===== src/rtl/nls_pkg.sv =====
package nls_pkg;

  localparam int unsigned NumW   = 31;
  localparam int unsigned CntW   = 16;
  localparam int unsigned CfgIdxW = 2;

  localparam logic [NumW-1:0] NumMax = {NumW{1'b1}};
  localparam logic [CntW-1:0] CntMax = {CntW{1'b1}};

  localparam logic [7:0] ChNewline = 8'h0A;
  localparam logic [7:0] ChCr      = 8'h0D;
  localparam logic [7:0] ChTab     = 8'h09;
  localparam logic [7:0] ChSpace   = 8'h20;
  localparam logic [7:0] ChZero    = 8'h30;
  localparam logic [7:0] ChNine    = 8'h39;
  localparam logic [7:0] ChNul     = 8'h00;

  localparam logic [CfgIdxW-1:0] RegRangeFirst = 2'd0;
  localparam logic [CfgIdxW-1:0] RegRangeLast  = 2'd1;
  localparam logic [CfgIdxW-1:0] RegTargetLine = 2'd2;

  // byte class as seen by the line parser
  typedef enum logic [2:0] {
    KindEnd,
    KindNewline,
    KindSpace,
    KindTab,
    KindDigit,
    KindCr,
    KindOther
  } kind_e;

  typedef struct packed {
    kind_e      kind;
    logic [3:0] digit;
  } item_t;

  typedef struct packed {
    logic full;
  } q_ctl_t;

endpackage


===== src/rtl/nls_if.sv =====
interface nls_in_if;
  logic       valid;
  logic       ready;
  logic       mode;
  logic [7:0] char_byte;

  modport source (output valid, output mode, output char_byte, input ready);
  modport sink   (input valid, input mode, input char_byte, output ready);
endinterface

interface nls_out_if;
  logic        valid;
  logic        ready;
  logic [30:0] line_number;
  logic [15:0] text_start;
  logic [15:0] text_len;
  logic [15:0] line_index;
  logic        in_range;
  logic        matches_target;
  logic [15:0] range_count;
  logic [15:0] line_count;
  logic        ends_source;

  modport source (
    output valid, output line_number, output text_start, output text_len,
    output line_index, output in_range, output matches_target,
    output range_count, output line_count, output ends_source,
    input ready
  );
  modport sink (
    input valid, input line_number, input text_start, input text_len,
    input line_index, input in_range, input matches_target,
    input range_count, input line_count, input ends_source,
    output ready
  );
endinterface

interface nls_cfg_if;
  logic        valid;
  logic        ready;
  logic [1:0]  index;
  logic [30:0] data;

  modport source (output valid, output index, output data, input ready);
  modport sink   (input valid, input index, input data, output ready);
endinterface


===== src/rtl/nls_front.sv =====
module nls_front (
  nls_in_if.sink         in_ch,
  input  nls_pkg::q_ctl_t ctl_i,
  output logic           push_o,
  output nls_pkg::item_t item_o
);

  logic [7:0] c;

  assign c           = in_ch.char_byte;
  assign in_ch.ready = !ctl_i.full;
  assign push_o      = in_ch.valid && !ctl_i.full;

  always_comb begin
    item_o.digit = 4'(c - nls_pkg::ChZero);
    if (in_ch.mode || c == nls_pkg::ChNul) begin
      item_o.kind = nls_pkg::KindEnd;
    end else if (c == nls_pkg::ChNewline) begin
      item_o.kind = nls_pkg::KindNewline;
    end else if (c == nls_pkg::ChSpace) begin
      item_o.kind = nls_pkg::KindSpace;
    end else if (c == nls_pkg::ChTab) begin
      item_o.kind = nls_pkg::KindTab;
    end else if (c >= nls_pkg::ChZero && c <= nls_pkg::ChNine) begin
      item_o.kind = nls_pkg::KindDigit;
    end else if (c == nls_pkg::ChCr) begin
      item_o.kind = nls_pkg::KindCr;
    end else begin
      item_o.kind = nls_pkg::KindOther;
    end
  end

endmodule


===== src/rtl/nls_queue.sv =====
module nls_queue (
  input  logic           clk_i,
  input  logic           rst_ni,
  input  logic           push_i,
  input  nls_pkg::item_t item_i,
  output nls_pkg::q_ctl_t ctl_o,
  input  logic           pop_i,
  output logic           valid_o,
  output nls_pkg::item_t item_o
);

  nls_pkg::item_t mem_q [2];
  logic           wr_ptr_q, wr_ptr_d;
  logic           rd_ptr_q, rd_ptr_d;
  logic [1:0]     count_q, count_d;

  assign valid_o    = count_q != 2'd0;
  assign item_o     = mem_q[rd_ptr_q];
  assign ctl_o.full = count_q == 2'd2;

  always_comb begin
    wr_ptr_d = wr_ptr_q;
    rd_ptr_d = rd_ptr_q;
    count_d  = count_q;
    if (push_i) begin
      wr_ptr_d = !wr_ptr_q;
    end
    if (pop_i) begin
      rd_ptr_d = !rd_ptr_q;
    end
    if (push_i && !pop_i) begin
      count_d = count_q + 2'd1;
    end else if (pop_i && !push_i) begin
      count_d = count_q - 2'd1;
    end
  end

  always_ff @(posedge clk_i or negedge rst_ni) begin
    if (!rst_ni) begin
      wr_ptr_q <= 1'b0;
      rd_ptr_q <= 1'b0;
      count_q  <= 2'd0;
    end else begin
      wr_ptr_q <= wr_ptr_d;
      rd_ptr_q <= rd_ptr_d;
      count_q  <= count_d;
    end
  end

  always_ff @(posedge clk_i) begin
    if (push_i) begin
      mem_q[wr_ptr_q] <= item_i;
    end
  end

endmodule


===== src/rtl/nls_back.sv =====
module nls_back #(
  parameter int unsigned MAX_SOURCE_BYTES = 65536
) (
  input  logic           clk_i,
  input  logic           rst_ni,
  nls_cfg_if.sink        cfg_ch,
  input  logic           q_valid_i,
  input  nls_pkg::item_t q_item_i,
  output logic           pop_o,
  nls_out_if.source      out_ch
);

  localparam int unsigned OffLimitInt =
    (MAX_SOURCE_BYTES - 1 > 65535) ? 65535 : MAX_SOURCE_BYTES - 1;
  localparam logic [nls_pkg::CntW-1:0] OffLimit = nls_pkg::CntW'(OffLimitInt);

  localparam logic [2:0] PhLead   = 3'd0;
  localparam logic [2:0] PhDigits = 3'd1;
  localparam logic [2:0] PhSkip   = 3'd2;
  localparam logic [2:0] PhText   = 3'd3;
  localparam logic [2:0] PhIgnore = 3'd4;

  logic [30:0] range_first_q, range_last_q, target_line_q;

  logic [2:0]  phase_q, phase_d;
  logic [1:0]  space_count_q, space_count_d;
  logic [30:0] accum_q, accum_d;
  logic [15:0] byte_off_q, byte_off_d;
  logic [15:0] text_off_q, text_off_d;
  logic        prev_cr_q, prev_cr_d;
  logic [15:0] phys_line_q, phys_line_d;
  logic [15:0] num_total_q, num_total_d;
  logic [15:0] rng_total_q, rng_total_d;

  logic        out_valid_q, out_valid_d;
  logic [30:0] o_number_q;
  logic [15:0] o_start_q, o_len_q, o_line_q, o_rcnt_q, o_lcnt_q;
  logic        o_inr_q, o_match_q, o_end_q;

  logic        finish, numbered, emit, is_blank;
  logic [15:0] rec_start, rec_len, diff;
  logic        inr, match;
  logic [34:0] mul10;
  logic [15:0] off_inc;
  logic [15:0] num_total_inc, rng_total_inc;

  assign cfg_ch.ready = 1'b1;

  assign pop_o = q_valid_i && (!out_valid_q || out_ch.ready);

  assign finish   = q_item_i.kind == nls_pkg::KindEnd || q_item_i.kind == nls_pkg::KindNewline;
  assign numbered = phase_q == PhDigits || phase_q == PhSkip || phase_q == PhText;
  assign emit     = pop_o && finish && numbered;
  assign is_blank = q_item_i.kind == nls_pkg::KindSpace || q_item_i.kind == nls_pkg::KindTab;

  assign diff  = byte_off_q - text_off_q;
  assign inr   = accum_q >= range_first_q && accum_q <= range_last_q;
  assign match = accum_q == target_line_q;
  // accum * 10 as (x << 3) + (x << 1), plus the new digit
  assign mul10 = {1'b0, accum_q, 3'b000} + {3'b000, accum_q, 1'b0} + {31'd0, q_item_i.digit};
  assign off_inc = (byte_off_q < OffLimit) ? byte_off_q + 16'd1 : byte_off_q;

  // totals including the record being emitted; the record carries these
  // even when end of source clears the totals afterwards
  assign num_total_inc = (emit && num_total_q != nls_pkg::CntMax) ?
                         num_total_q + 16'd1 : num_total_q;
  assign rng_total_inc = (emit && inr && rng_total_q != nls_pkg::CntMax) ?
                         rng_total_q + 16'd1 : rng_total_q;

  always_comb begin
    if (phase_q == PhText) begin
      rec_start = text_off_q;
      rec_len   = (byte_off_q >= text_off_q) ? diff : 16'd0;
      if (rec_len != 16'd0 && prev_cr_q) begin
        rec_len = rec_len - 16'd1;
      end
    end else begin
      rec_start = byte_off_q;
      rec_len   = 16'd0;
    end
  end

  always_comb begin
    phase_d       = phase_q;
    space_count_d = space_count_q;
    accum_d       = accum_q;
    byte_off_d    = byte_off_q;
    text_off_d    = text_off_q;
    prev_cr_d     = prev_cr_q;
    phys_line_d   = phys_line_q;
    num_total_d   = num_total_inc;
    rng_total_d   = rng_total_inc;

    if (pop_o) begin
      case (q_item_i.kind)
        nls_pkg::KindEnd: begin
          phase_d       = PhLead;
          space_count_d = 2'd0;
          accum_d       = '0;
          byte_off_d    = '0;
          text_off_d    = '0;
          prev_cr_d     = 1'b0;
          phys_line_d   = 16'd1;
          num_total_d   = '0;
          rng_total_d   = '0;
        end
        nls_pkg::KindNewline: begin
          phase_d       = PhLead;
          space_count_d = 2'd0;
          accum_d       = '0;
          prev_cr_d     = 1'b0;
          byte_off_d    = off_inc;
          if (phys_line_q != nls_pkg::CntMax) begin
            phys_line_d = phys_line_q + 16'd1;
          end
        end
        default: begin
          byte_off_d = off_inc;
          case (phase_q)
            PhLead: begin
              if (q_item_i.kind == nls_pkg::KindSpace) begin
                if (space_count_q != 2'd2) begin
                  space_count_d = space_count_q + 2'd1;
                end
              end else if (q_item_i.kind == nls_pkg::KindDigit && space_count_q <= 2'd1) begin
                phase_d = PhDigits;
                accum_d = {27'd0, q_item_i.digit};
              end else begin
                phase_d = PhIgnore;
              end
            end
            PhDigits: begin
              if (q_item_i.kind == nls_pkg::KindDigit) begin
                accum_d = (mul10 > {4'd0, nls_pkg::NumMax}) ? nls_pkg::NumMax : mul10[30:0];
              end else if (is_blank) begin
                phase_d = PhSkip;
              end else begin
                phase_d    = PhText;
                text_off_d = byte_off_q;
                prev_cr_d  = q_item_i.kind == nls_pkg::KindCr;
              end
            end
            PhSkip: begin
              if (!is_blank) begin
                phase_d    = PhText;
                text_off_d = byte_off_q;
                prev_cr_d  = q_item_i.kind == nls_pkg::KindCr;
              end
            end
            PhText: begin
              prev_cr_d = q_item_i.kind == nls_pkg::KindCr;
            end
            default: begin
              phase_d = PhIgnore;
            end
          endcase
        end
      endcase
    end
  end

  always_comb begin
    out_valid_d = out_valid_q;
    if (emit) begin
      out_valid_d = 1'b1;
    end else if (out_ch.ready) begin
      out_valid_d = 1'b0;
    end
  end

  always_ff @(posedge clk_i or negedge rst_ni) begin
    if (!rst_ni) begin
      range_first_q <= '0;
      range_last_q  <= nls_pkg::NumMax;
      target_line_q <= '0;
      phase_q       <= PhLead;
      space_count_q <= 2'd0;
      accum_q       <= '0;
      byte_off_q    <= '0;
      text_off_q    <= '0;
      prev_cr_q     <= 1'b0;
      phys_line_q   <= 16'd1;
      num_total_q   <= '0;
      rng_total_q   <= '0;
      out_valid_q   <= 1'b0;
    end else begin
      if (cfg_ch.valid) begin
        case (cfg_ch.index)
          nls_pkg::RegRangeFirst: range_first_q <= cfg_ch.data;
          nls_pkg::RegRangeLast:  range_last_q  <= cfg_ch.data;
          nls_pkg::RegTargetLine: target_line_q <= cfg_ch.data;
          default: ;
        endcase
      end
      phase_q       <= phase_d;
      space_count_q <= space_count_d;
      accum_q       <= accum_d;
      byte_off_q    <= byte_off_d;
      text_off_q    <= text_off_d;
      prev_cr_q     <= prev_cr_d;
      phys_line_q   <= phys_line_d;
      num_total_q   <= num_total_d;
      rng_total_q   <= rng_total_d;
      out_valid_q   <= out_valid_d;
    end
  end

  always_ff @(posedge clk_i) begin
    if (emit) begin
      o_number_q <= accum_q;
      o_start_q  <= rec_start;
      o_len_q    <= rec_len;
      o_line_q   <= phys_line_q;
      o_inr_q    <= inr;
      o_match_q  <= match;
      o_rcnt_q   <= rng_total_inc;
      o_lcnt_q   <= num_total_inc;
      o_end_q    <= q_item_i.kind == nls_pkg::KindEnd;
    end
  end

  assign out_ch.valid          = out_valid_q;
  assign out_ch.line_number    = o_number_q;
  assign out_ch.text_start     = o_start_q;
  assign out_ch.text_len       = o_len_q;
  assign out_ch.line_index     = o_line_q;
  assign out_ch.in_range       = o_inr_q;
  assign out_ch.matches_target = o_match_q;
  assign out_ch.range_count    = o_rcnt_q;
  assign out_ch.line_count     = o_lcnt_q;
  assign out_ch.ends_source    = o_end_q;

endmodule


===== src/rtl/numbered_line_scanner.sv =====
// Channel  Dir  Payload                                   Transfer
// in_ch    in   mode, char_byte                           valid & ready
// out_ch   out  line_number .. ends_source (one record)   valid & ready
// cfg_ch   in   index (0 first, 1 last, 2 target), data   valid & ready (ready tied high)
//
// One byte per cycle sustained while out_ch accepts records; out_ch.valid for a record is
// registered: its terminating byte is written to the queue, then popped into parser + output register.
// Rate is set by the parser loop: phase, offsets and the x10 accumulator update once a cycle while bytes are popped.
// Reset clears the parser, counters, queue and output valid; config returns to defaults.
// A stalled output holds the record and every queued byte; the 2-entry queue fills,
// then in_ch.ready drops.
module numbered_line_scanner #(
  parameter int unsigned MAX_SOURCE_BYTES = 65536
) (
  input  logic      clk_i,
  input  logic      rst_ni,
  nls_in_if.sink    in_ch,
  nls_out_if.source out_ch,
  nls_cfg_if.sink   cfg_ch
);

  logic            push;
  nls_pkg::item_t  push_item;
  nls_pkg::q_ctl_t q_ctl;
  logic            pop;
  logic            q_valid;
  nls_pkg::item_t  q_item;

  nls_front u_front (
    .in_ch  (in_ch),
    .ctl_i  (q_ctl),
    .push_o (push),
    .item_o (push_item)
  );

  nls_queue u_queue (
    .clk_i   (clk_i),
    .rst_ni  (rst_ni),
    .push_i  (push),
    .item_i  (push_item),
    .ctl_o   (q_ctl),
    .pop_i   (pop),
    .valid_o (q_valid),
    .item_o  (q_item)
  );

  nls_back #(
    .MAX_SOURCE_BYTES (MAX_SOURCE_BYTES)
  ) u_back (
    .clk_i     (clk_i),
    .rst_ni    (rst_ni),
    .cfg_ch    (cfg_ch),
    .q_valid_i (q_valid),
    .q_item_i  (q_item),
    .pop_o     (pop),
    .out_ch    (out_ch)
  );

endmodule

===== src/flat_wrapper.sv =====
// flat-port wrapper written by rule: the top's interface ports become plain ports
module numbered_line_scanner_flat 
#(
  parameter int unsigned MAX_SOURCE_BYTES = 65536
)
  (clk_i, rst_ni, in_ch_valid, in_ch_mode, in_ch_char_byte, in_ch_ready, out_ch_valid, out_ch_line_number, out_ch_text_start, out_ch_text_len, out_ch_line_index, out_ch_in_range, out_ch_matches_target, out_ch_range_count, out_ch_line_count, out_ch_ends_source, out_ch_ready, cfg_ch_valid, cfg_ch_index, cfg_ch_data, cfg_ch_ready);
  nls_in_if in_ch_i ();
  nls_out_if out_ch_i ();
  nls_cfg_if cfg_ch_i ();
  input  logic clk_i;
  input  logic rst_ni;
  input wire logic [$bits(in_ch_i.valid)-1:0] in_ch_valid;
  input wire logic [$bits(in_ch_i.mode)-1:0] in_ch_mode;
  input wire logic [$bits(in_ch_i.char_byte)-1:0] in_ch_char_byte;
  output wire logic [$bits(in_ch_i.ready)-1:0] in_ch_ready;
  output wire logic [$bits(out_ch_i.valid)-1:0] out_ch_valid;
  output wire logic [$bits(out_ch_i.line_number)-1:0] out_ch_line_number;
  output wire logic [$bits(out_ch_i.text_start)-1:0] out_ch_text_start;
  output wire logic [$bits(out_ch_i.text_len)-1:0] out_ch_text_len;
  output wire logic [$bits(out_ch_i.line_index)-1:0] out_ch_line_index;
  output wire logic [$bits(out_ch_i.in_range)-1:0] out_ch_in_range;
  output wire logic [$bits(out_ch_i.matches_target)-1:0] out_ch_matches_target;
  output wire logic [$bits(out_ch_i.range_count)-1:0] out_ch_range_count;
  output wire logic [$bits(out_ch_i.line_count)-1:0] out_ch_line_count;
  output wire logic [$bits(out_ch_i.ends_source)-1:0] out_ch_ends_source;
  input wire logic [$bits(out_ch_i.ready)-1:0] out_ch_ready;
  input wire logic [$bits(cfg_ch_i.valid)-1:0] cfg_ch_valid;
  input wire logic [$bits(cfg_ch_i.index)-1:0] cfg_ch_index;
  input wire logic [$bits(cfg_ch_i.data)-1:0] cfg_ch_data;
  output wire logic [$bits(cfg_ch_i.ready)-1:0] cfg_ch_ready;
  assign in_ch_i.valid = in_ch_valid;
  assign in_ch_i.mode = in_ch_mode;
  assign in_ch_i.char_byte = in_ch_char_byte;
  assign in_ch_ready = in_ch_i.ready;
  assign out_ch_valid = out_ch_i.valid;
  assign out_ch_line_number = out_ch_i.line_number;
  assign out_ch_text_start = out_ch_i.text_start;
  assign out_ch_text_len = out_ch_i.text_len;
  assign out_ch_line_index = out_ch_i.line_index;
  assign out_ch_in_range = out_ch_i.in_range;
  assign out_ch_matches_target = out_ch_i.matches_target;
  assign out_ch_range_count = out_ch_i.range_count;
  assign out_ch_line_count = out_ch_i.line_count;
  assign out_ch_ends_source = out_ch_i.ends_source;
  assign out_ch_i.ready = out_ch_ready;
  assign cfg_ch_i.valid = cfg_ch_valid;
  assign cfg_ch_i.index = cfg_ch_index;
  assign cfg_ch_i.data = cfg_ch_data;
  assign cfg_ch_ready = cfg_ch_i.ready;
  numbered_line_scanner #(.MAX_SOURCE_BYTES(MAX_SOURCE_BYTES)) u_core (.clk_i(clk_i), .rst_ni(rst_ni), .in_ch(in_ch_i), .out_ch(out_ch_i), .cfg_ch(cfg_ch_i));
endmodule

===== config.mk =====
export PLATFORM = sky130hd
export DESIGN_NAME = numbered_line_scanner_flat
export DESIGN_NICKNAME = d
export VERILOG_FILES = /design/src/rtl/nls_pkg.sv /design/src/rtl/nls_if.sv /design/src/rtl/nls_front.sv /design/src/rtl/nls_queue.sv /design/src/rtl/nls_back.sv /design/src/rtl/numbered_line_scanner.sv /design/src/flat_wrapper.sv
export SDC_FILE = /design/constraint.sdc
export NUM_CORES = 1
export LEC_CHECK = 0
export BUFFER_PORTS_ARGS = -buffer_cell sky130_fd_sc_hd__buf_2
export CAP_MARGIN = 25
export CORE_MARGIN = 1
export CORE_UTILIZATION = 45
export CTS_CLUSTER_SIZE = 30
export DETAILED_ROUTE_END_ITERATION = 8
export PLACE_DENSITY = 0.68
export SLEW_MARGIN = 0
export SYNTH_ARGS = -nofsm -noshare
export SYNTH_HDL_FRONTEND = slang
export SYNTH_SLANG_ARGS = --single-unit

===== constraint.sdc =====
create_clock -name clk_i -period 6.5 [get_ports clk_i]
set_clock_uncertainty 0.2 [all_clocks]
set_input_delay 0.325 -clock clk_i [delete_from_list [all_inputs] [get_ports clk_i]]
set_output_delay 0.325 -clock clk_i [all_outputs]
set_load 0.02 [all_outputs]

== Word-level counts from Yosys, hierarchy flattened ==
Memory sizes are Yosys's and may differ from the RTL's.
Index checks and enable logic that the tools add are counted.
Word-level totals
  flip-flop bits (word level): 329
  output and inout bits: 117
  bits of input ports: 47
  word-level logic and storage cells: 177
  RAM bits: 14
  memories kept: 1
Operators by class
  mux-type cells: 50
  reduce and logical (&&, ||, !) cells: 52
  $lt $le $gt $ge: 8
  bitwise gates (word level): 1
  equal/unequal tests: 28
  $add $sub $neg: 12
Memory list
  u_core.u_queue.mem_q: depth 2, bits a word 7, read ports 1, clocked after memory_dff 0, write ports 1, line nls_queue.sv:12  | nls_pkg::item_t mem_q [2];
Operator list (count)
  2-to-1 mux 16 bit: 14
  2-to-1 mux 31 bit: 5
  one-hot mux 16 bit (2 select lines): 3
  adder 16 x 1 -> 16 bit, second input constant: 4
  one-hot mux 31 bit (2 select lines): 1
  != test 16 bit, second input constant: 3
  adder 34 x 32 -> 35 bit: 1
  adder 35 x 4 -> 35 bit: 1
  > comparator 35 x 31 -> 1 bit, second input constant: 1
  equality test 31 bit: 1
  greater-or-equal comparator 31 bit: 1
  <= comparator 31 bit: 1
  2-to-1 mux 3 bit: 9
  equality test 8 x 4 -> 1 bit, second input constant: 3
  greater-or-equal comparator 16 bit: 1
  less-than comparator 16 bit, second input constant: 1
  2-to-1 mux 2 bit: 8
  nonzero test 16 bit: 1
  nonzero test 2 bit: 8
  subtractor 16 x 1 -> 16 bit, second input constant: 1
  subtractor 16 bit: 1
  logical AND 1 bit: 13
  equality test 3 x 2 -> 1 bit, second input constant: 4
  != test 3 bit, second input constant: 4
  other kinds (30): 61

== Logic depth before layout (Yosys ltp) ==
Gate-level depths: netlist of run 1.
  word-level depth: 10
  depth in mapped cells: 18
  mapped depth without buffers: 16

== Modules after synthesis ==
From an unflattened synthesis of run 1, not the netlist that was laid out.
Unflattened totals
  cells, all modules: 1852
  area total of the unflattened synthesis: 19550.0 um^2
By module, submodules not included
  nls_back: times used 1, seq. area each 8743.4 um^2, cells an instance 1790, area each 18686.7 um^2
  nls_queue: times used 1, seq. area each 520.5 um^2, cells an instance 38, area each 701.9 um^2
  nls_front: times used 1, seq. area each 0.0 um^2, cells an instance 24, area each 161.4 um^2

== Worst setup path before layout of run 1 ==
No wires, ideal clock.
  path kind: reg-to-reg
  from: register u_core.u_queue.rd_ptr_q
  to: register u_core.u_back.o_rcnt_q[3] (netlist: u_core.u_back.out_ch.range_count[3]), data pin
  arrival: 5029 ps
  slack: 996 ps
  period minus slack after synthesis: 5504 ps
  cell stages (with the launch flop): 10
  buffers on the path: 2
  required time: 6025 ps
  library setup time: 275 ps
  cells stage by stage: dfrtp_1 buf_2 o32ai_4 nand2_1 or3_1 clkbuf_1 inv_1 o21ai_0 nor3_1 xor2_1
Between the ends
  word-level cells in the longest chain between the ends: 8
  elaborated cells on any way between the ends: 9
  those cells by class: eq/ne: 1; mux: 1; reduce/logical: 6; memory: 1
RTL lines
  start, declared: line nls_queue.sv:14  | logic rd_ptr_q, rd_ptr_d;
  start signal, assigned: line nls_queue.sv:45  | rd_ptr_q <= rd_ptr_d;
  memory read (2 x 7 bit) (*)
  equality test 3 x 1 -> 1 bit or logical NOT 3 bit (tied branches): line nls_back.sv:51  | assign finish = q_item_i.kind == nls_pkg::KindEnd || q_item_i.kind == nls_pkg::KindNewline;
  logical OR 1 bit (*): line nls_back.sv:51
  logical AND 1 bit (*) (2 in series): line nls_back.sv:53  | assign emit = pop_o && finish && numbered;
  net u_core.u_back.emit: line nls_back.sv:40  | logic finish, numbered, emit, is_blank;
  logical AND 1 bit (*) (2 in series): line nls_back.sv:67  | assign rng_total_inc = (emit && inr && rng_total_q != nls_pkg::CntMax) ?
  2-to-1 mux 16 bit (*): line nls_back.sv:67
  net u_core.u_back.rng_total_inc[3]: line nls_back.sv:45  | logic [15:0] num_total_inc, rng_total_inc;
  end signal, assigned: line nls_back.sv:216  | o_rcnt_q <= rng_total_inc;
  end, declared: line nls_back.sv:37  | logic [15:0] o_start_q, o_len_q, o_line_q, o_rcnt_q, o_lcnt_q;
The timed path passes the listed nets; every way through them passes the cells marked *.
A chain may end at the register's enable or synchronous reset.

== Final worst setup path of run 1 ==
  from: register u_core.u_queue.rd_ptr_q
  to: register u_core.u_back.accum_q[8]
Between the ends
  word-level cells in the longest chain between the ends: 7
  elaborated cells on any way between the ends: 18
  those cells by class: add/sub: 1; order compare: 1; eq/ne: 6; mux: 4; reduce/logical: 5; memory: 1
RTL lines
  memory read (2 x 7 bit) (*)
  adder 35 x 4 -> 35 bit: line nls_back.sv:60  | assign mul10 = {1'b0, accum_q, 3'b000} + {3'b000, accum_q, 1'b0} + {31'd0, q_item_i.digit};
  > comparator 35 x 31 -> 1 bit: line nls_back.sv:134  | accum_d = (mul10 > {4'd0, nls_pkg::NumMax}) ? nls_pkg::NumMax : mul10[30:0];
  2-to-1 mux 31 bit: line nls_back.sv:134
  2-to-1 mux 31 bit: line nls_back.sv:133  | if (q_item_i.kind == nls_pkg::KindDigit) begin
  one-hot mux 31 bit (2 select lines): line nls_back.sv:119  | case (phase_q)
  2-to-1 mux 31 bit: line nls_back.sv:95  | case (q_item_i.kind)
  end signal, assigned: line nls_back.sv:197  | accum_q <= accum_d;
  end, declared: line nls_back.sv:27  | logic [30:0] accum_q, accum_d;
Mark *: on every way between the ends. The rest lies on a longest branch, timed or not. The select of a mux whose other input is x is not followed.

==> out/results.txt, run 1 <==
leak pwr: 10.5 nW
Worst EP required: 6.73 ns
placed cell area: 21100 sq um
Min-Delay Path Class: input port to flip-flop
#FFs+latches synth: 343
Synth top area share: 23.3%
Antenna Nets Post-Route: 0
Fmax: 0.201 GHz
VDD IR max: 0.224 mV
max cap viols: 0
later-pin clock latency in the skew report: 0.57 ns
placed insts: 2586
Final setup viols: 0
initial antenna violation count: 0
Worst Path Max Fanout: 20
Critical Path End Type: flip-flop
P per Cell Area: 329 nW/um^2
Arr. time, crit path: 5.20 ns
Cell Count, Final, Fillers Out: 2697
most common cell after layout, fill and taps aside: nand2_1
post-cts resize count: 0
post-route setup slack: 1.53 ns
largest net degree at the start of global routing: 120
Final #Nets: 2279
synthesized area per cell: 10.4 sq um
most frequent cells in the layout: nand2_1, dfrtp_1, buf_2
Vias per Instance: 5.56
Total GRT Usage: 22.3%
dpl hpwl: 35700 um
sequential element share of the synthesized area: 47.1%
dominant synthesized flop cell: dfrtp_1
I/O pin total: 164
IO Port Bufs: 162
Syn-to-layout area delta: 15.8%
final instance area: 22800 sq um
DRC: 0
worst slack, placed: 1.52 ns
die height: 211 um
DR WL met2: 23600 um
cell area after synthesis: 19700 sq um
DR WL met3: 2160 um
wire per inst: 18.4 um
cells after synthesis: 1898
via count: 14982
Slew headroom: 32.7%
syn nets: 2096
First DRT Iteration DRCs: 971
number of diodes: 0
crit path time final: 4.97 ns
Std-Cell Rows: 76
Psw: 2.72 mW
synth unique cells: 89
clock share of power: 30.2%
WS Path Type: flip-flop to flip-flop
area of the multi-input gates: 9680 sq um
clock slew at reported path FFs: 0.06 ns
storage element area: 9260 sq um
Internal: 4.79 mW
wl on met1: 22400 um
core area: 43100 sq um
dominant cell type by area after synthesis: dfrtp_1
Final Hold Vio Count: 0
die area: 44600 sq um
synth top area cells: dfrtp_1, edfxtp_1, ha_1
Sw Ratio: 36.2%
vias in the first global route: 14657
Hold WS: 0.108 ns
die width: 211 um
asr flop ratio synth: 62.7%
number of enable flip-flop cells after synthesis: 128
CTS tree: yes
DR pass1 iterations: 5
GRT overflow: 0
status: complete, no violations
power share of the combinational group: 33.6%
fin crit share: 76.4%
# fillers: 3795
Worst setup SP type: flip-flop
Clock Tree Root: clkbuf_16
final core area utilization: 52.9%
RD Place Congestion: 0.899
Overall Power: 7.50 mW
Initial Utilization: 45.7%
TritonCTS sink count: 343
CTS Buffer Depth: 3
layout cells sized above 1: 17.6%
H-tree depth: 2
total negative slack: 0 ns
RSZ-0062 raised after global routing: no
Synth Warn #: 0
Max Slew Vio Count: 0
Routed WL: 49500 um
Top Layer Used: met4
postcts setup bufs: 0
sequential power share: 36.2%
Slew @ Worst Pin: 1.00 ns
first-pass GRT wire length: 78800 um
total CTS buffers: 39
## registers in the layout (all words and copies together) (netlist names), 31 cells and up
register                          count
u_core.u_back.range_first_q          31
u_core.u_back.accum_q                31
u_core.u_back.target_line_q          31
u_core.u_back.range_last_q           31
u_core.u_back.out_ch.line_number     31
## logic make-up (layout without fill, tap and decap cells)
logic type | count (synthesis) | in the layout | synth area share [%]
compound gates | 413 | 413 | 14.3
xor+xnor | 124 | 124 | 5.52
fa+ha+maj | 151 | 151 | 9.72
buf+inv | 191 | 405 | 3.77
flops | 343 | 343 | 47.1
mux | 89 | 89 | 4.99
other cells | 1 | 1 | 0.0191
simple gates | 586 | 586 | 14.6
## worst max-delay path, cell delays in order (launching register included)
cell and delay, ns:
dfrtp_1 0.74, mux2i_1 0.36, fa_1 0.51, inv_1 0.08, ha_1 0.23, a211oi_1 0.31, o21ai_0 0.18, o22ai_1 0.28
o221ai_1 0.28, a311o_1 0.39, o211ai_1 0.09, and4_1 0.54, nor2b_1 0.09, buf_4 0.23, a221o_1 0.29
## cell type report
cell class / count / area share (%)
multi-input cells: 1364 / 42.5
flip-flops and latches: 343 / 40.7
well taps: 585 / 3.21
clock buffers: 48 / 4.61
clock inverters: 24 / 1.20
repair buffers: 214 / 5.83
inverters: 119 / 1.97
## layer usage
| layer | global-route usage, % | vias to the layer above |
|---|---|---|
| li1 | - | 7261 |
| met1 | 29.8 | 7317 |
| met2 | 37.2 | 330 |
| met3 | 3.08 | 74 |
| met4 | 7.42 | 0 |
| met5 | 0 | - |
## power by group through the flow
stage	sequential, mW	clock (mW)	combinational, mW
detailed placement	2.76	0	2.46
global placement	2.74	0	2.39
CTS	2.72	2.32	2.50
floorplan	2.68	0	1.90
finish	2.72	2.26	2.52
global route	2.75	2.41	2.77
## path summary, 6_finish.rpt
check,start,slack (ns),cells after the start,endpoint
max in group asynchronous,rst_ni,4.80,3,u_core.u_back.accum_q[30]
min,in_ch_char_byte[5],0.11,3,u_core.u_queue.mem_q[1][4]
max,u_core.u_queue.rd_ptr_q,1.53,14,u_core.u_back.accum_q[8]
min in group asynchronous,rst_ni,0.15,2,u_core.u_back.rng_total_q[6]
max reg2reg,u_core.u_queue.rd_ptr_q,1.53,14,u_core.u_back.accum_q[8]
min reg2reg,u_core.u_back.text_off_q[9],0.28,2,u_core.u_back.text_off_q[9]
## synth_stat cells, types with 15 or more instances
| master | n |
|---|---|
| edfxtp_1 | 128 |
| dfstp_2 | 32 |
| inv_1 | 119 |
| a21o_1 | 47 |
| nand2b_1 | 16 |
| a211oi_1 | 15 |
| clkbuf_1 | 53 |
| nor2_1 | 128 |
| nor3_1 | 34 |
| nand4_1 | 48 |
| ha_1 | 148 |
| o21ai_0 | 118 |
| xor2_1 | 70 |
| nand3_1 | 46 |
| dfrtp_1 | 183 |
| a221o_1 | 22 |
| and3_1 | 28 |
| a21oi_1 | 82 |
| mux2i_1 | 17 |
| and2_1 | 25 |
| mux2_2 | 72 |
| nand2_1 | 185 |
| xnor2_1 | 54 |
## timing repair
| item | CTS | global route |
|---|---|---|
| hold buffers | 39 | 0 |
| hold endpoints to repair | 194 | 0 |
| endpoints found under the setup margin | 0 | 0 |
Note: power is estimated with default switching activity, not from simulation.
==> run 2: changes to the inputs <==
ABC_AREA = 1   (was not set)
PLACE_DENSITY = 0.7   (was 0.68)
clock period = 4.2 ns   (was 6.5 ns; I/O delays follow)
==> run 2 against run 1 <==
Net effect:
- cell area is 2.7% higher
- register-to-register slack worse by 1.1 ns
- synthesized area is 1.8% higher
- sequential power is 57% higher
- critical path depth is 1 lower
- non-clock buffer count is 23 higher
- critical path type unchanged
- critical endpoint is now u_core.u_back.accum_q[19]
==> out/results.txt, run 2 <==
Final setup viols: 0 (unchanged)
CTS Buffer Depth: 3 (unchanged)
core area: 43500 sq um (+0.88%)
Synth top cells by count: nand2_1, inv_1, o21ai_0, dfrtp_1, nor2_1
Psw: 6.30 mW (+130%)
#FFs+latches synth: 343 (unchanged)
max cap viols: 0 (unchanged)
later-pin clock latency in the skew report: 0.56 ns (about the same)
Initial Utilization: 46.1% (+0.43 points)
sequential element share of the synthesized area: 46.2% (-0.85 points)
area of the multi-input gates: 9300 sq um (-4.0%)
Max Slew Vio Count: 0 (unchanged)
largest net degree at the start of global routing: 97 (-19%)
dominant cell type by area after synthesis: dfrtp_1
Worst path slowest cell: fa_1
post-route setup slack: 0.434 ns (-1.10 ns)
Slew headroom: 47.3% (+15 points)
Internal: 8.08 mW (+69%)
count leader, synth: nand2_1
Worst EP required: 4.43 ns (-2.30 ns)
Synth top area share: 22.9% (-0.42 points)
Fmax: 0.266 GHz (+32%)
cell area after synthesis: 20000 sq um (+1.8%)
Sw Ratio: 43.8% (+7.6 points)
Hold WS: 0.0327 ns (-0.0749 ns)
P per Cell Area: 615 nW/um^2 (+87%)
die width: 213 um (+0.91%)
Arr. time, crit path: 3.99 ns (-1.21 ns)
syn nets: 2577 (+23%)
Slowest Stage Delay on Critical Path: 0.51 ns (-0.23 ns)
RSZ-0062 raised after global routing: no
fin crit share: 89.7% (+13 points)
DR pass1 iterations: 6 (+1)
r2r startpoint: u_core.u_queue.rd_ptr_q
status: complete, no violations
clock share of power: 23.8% (-6.4 points)
Clock Tree Root: clkbuf_16
worst setup path startpoint: u_core.u_queue.rd_ptr_q
dpl hpwl: 36000 um (+1.0%)
final core area utilization: 53.8% (+0.96 points)
Antenna Nets Post-Route: 0 (unchanged)
postcts setup bufs: 0 (unchanged)
dominant synthesized flop cell: dfrtp_1
CTS tree: yes
power share of the combinational group: 46.5% (+13 points)
sequential power share: 29.7% (-6.5 points)
total CTS buffers: 39 (unchanged)
Final #Nets: 2802 (+23%)
Critical Path End Type: flip-flop
First DRT Iteration DRCs: 1085 (+12%)
GRT overflow: 0 (unchanged)
storage element area: 9260 sq um (unchanged)
number of enable flip-flop cells after synthesis: 128 (unchanged)
IO Port Bufs: 162 (unchanged)
leak pwr: 11.3 nW (+8.1%)
Final Hold Vio Count: 0 (unchanged)
Slew @ Worst Pin: 0.790 ns (-0.212 ns)
cells after synthesis: 2379 (+25%)
# fillers: 3982 (+4.9%)
worst slack, placed: 0.313 ns (-1.21 ns)
RD Place Congestion: 0.931 (+3.6%)
via count: 16693 (+11%)
Top cell by count, worst path: nand2_1
DRC: 0 (unchanged)
Routed WL: 49300 um (-0.35%)
Std-Cell Rows: 76 (unchanged)
asr flop ratio synth: 62.7% (unchanged)
TritonCTS sink count: 343 (unchanged)
crit path cell chain: mux2i_1 > fa_1 > fa_1 > o21ai_1 > a21boi_1 > o21ai_2 > nand2_1 > nand3_1 > nand2_1 > nor2_2 > nand2_1 > o21ai_0 > nand2_1
synth unique cells: 56 (-37%)
Synth Warn #: 0 (unchanged)
die height: 213 um (+0.91%)
VDD IR max: 0.596 mV (+170%)
crit path time final: 3.77 ns (-1.20 ns)
Worst Path Max Fanout: 5 (-75%)
vias in the first global route: 16250 (+11%)
Vias per Instance: 5.18 (-6.7%)
wire per inst: 15.3 um (-17%)
Top Family by Delay on Critical Path: compound AO/OA/AOI/OAI gates
final instance area: 23400 sq um (+2.7%)
layout cells sized above 1: 12.8% (-4.7 points)
most frequent cells in the layout: nand2_1, inv_1, o21ai_0
Syn-to-layout area delta: 16.8%
Total GRT Usage: 22.2% (-0.12 points)
Min-Delay Path Class: input port to async pin
first-pass GRT wire length: 80400 um (+2.1%)
most common cell after layout, fill and taps aside: nand2_1
WS Path Type: flip-flop to flip-flop
I/O pin total: 164 (unchanged)
H-tree depth: 2 (unchanged)
synthesized area per cell: 8.42 sq um (-19%)
Crit path buffers/inverters: 0 (-2)
Worst setup SP type: flip-flop
synth top area cells: dfrtp_1, edfxtp_1, nand2_1
clock slew at reported path FFs: 0.06 ns (about the same)
die area: 45400 sq um (+1.8%)
placed cell area: 21600 sq um (+2.4%)
number of diodes: 0 (unchanged)
initial antenna violation count: 0 (unchanged)
[run 2: worst paths after layout]
kind | end | slack, ns | cells after the start
max in group asynchronous | u_core.u_back.range_last_q[19] | 2.75 | 3
min in group clk_i | u_core.u_back.out_ch.valid | 0.19 | 3
worst max-delay path | u_core.u_back.accum_q[19] | 0.43 | 13
worst min-delay path | u_core.u_back.text_off_q[5] | 0.03 | 2
worst min register to register | u_core.u_back.out_ch.line_index[14] | 0.25 | 0
worst max register to register | u_core.u_back.accum_q[19] | 0.43 | 13
[run 2: cell type report]
class	count	area share, %
multi-input combinational	1655	39.7
inverter	328	5.27
tap	585	3.13
sequential	343	39.6
clock inverter	28	1.25
timing repair buffer	237	6.72
clock buffer	44	4.29
[run 2: timing repair]
item                                   CTS  global route
resized for setup                        0             1
endpoints found under the hold margin  198             0
setup endpoints to repair                0            11
hold buffers                            52             0
[run 2: cell families after synthesis]
| kind of cell | after synthesis | synth area share (%) |
|---|---|---|
| xor gates and xnor gates | 96 | 4.20 |
| buffers and inverters | 381 | 7.46 |
| adders and majority gates | 151 | 9.54 |
| other | 1 | 0.0187 |
| AOI/OAI and AO/OA | 387 | 10.5 |
| and+or+nand+nor | 1019 | 21.9 |
| DFF | 343 | 46.2 |
| muxes | 1 | 0.0500 |
[run 2: routing by layer]
metal	share of wire (%)	vias to the layer above	GRT usage [%]
met5	0	-	0
met4	2.4	0	7.02
met3	5.2	75	2.77
met2	47	437	37.1
met1	45	7843	29.9
li1	-	8338	-
[run 2: through the flow]
step                      cells  power, mW  TNS [ns]
after floorplan            2379       9.49    -0.934
after global placement     3093       10.8         0
after detailed placement   3096       10.9         0
after CTS                  3220       14.5         0
after global routing       3220       15.6         0
final                      3220       14.4         0
[run 2: power by group through the flow]
stage,registers (mW),logic (mW),clock network (mW)
2_1_floorplan,4.27,5.22,0
3_3_place_gp,4.31,6.52,0
3_5_place_dp,4.33,6.60,0
4_1_cts,4.27,6.68,3.53
5_1_grt,4.32,7.63,3.64
6_report,4.27,6.68,3.43
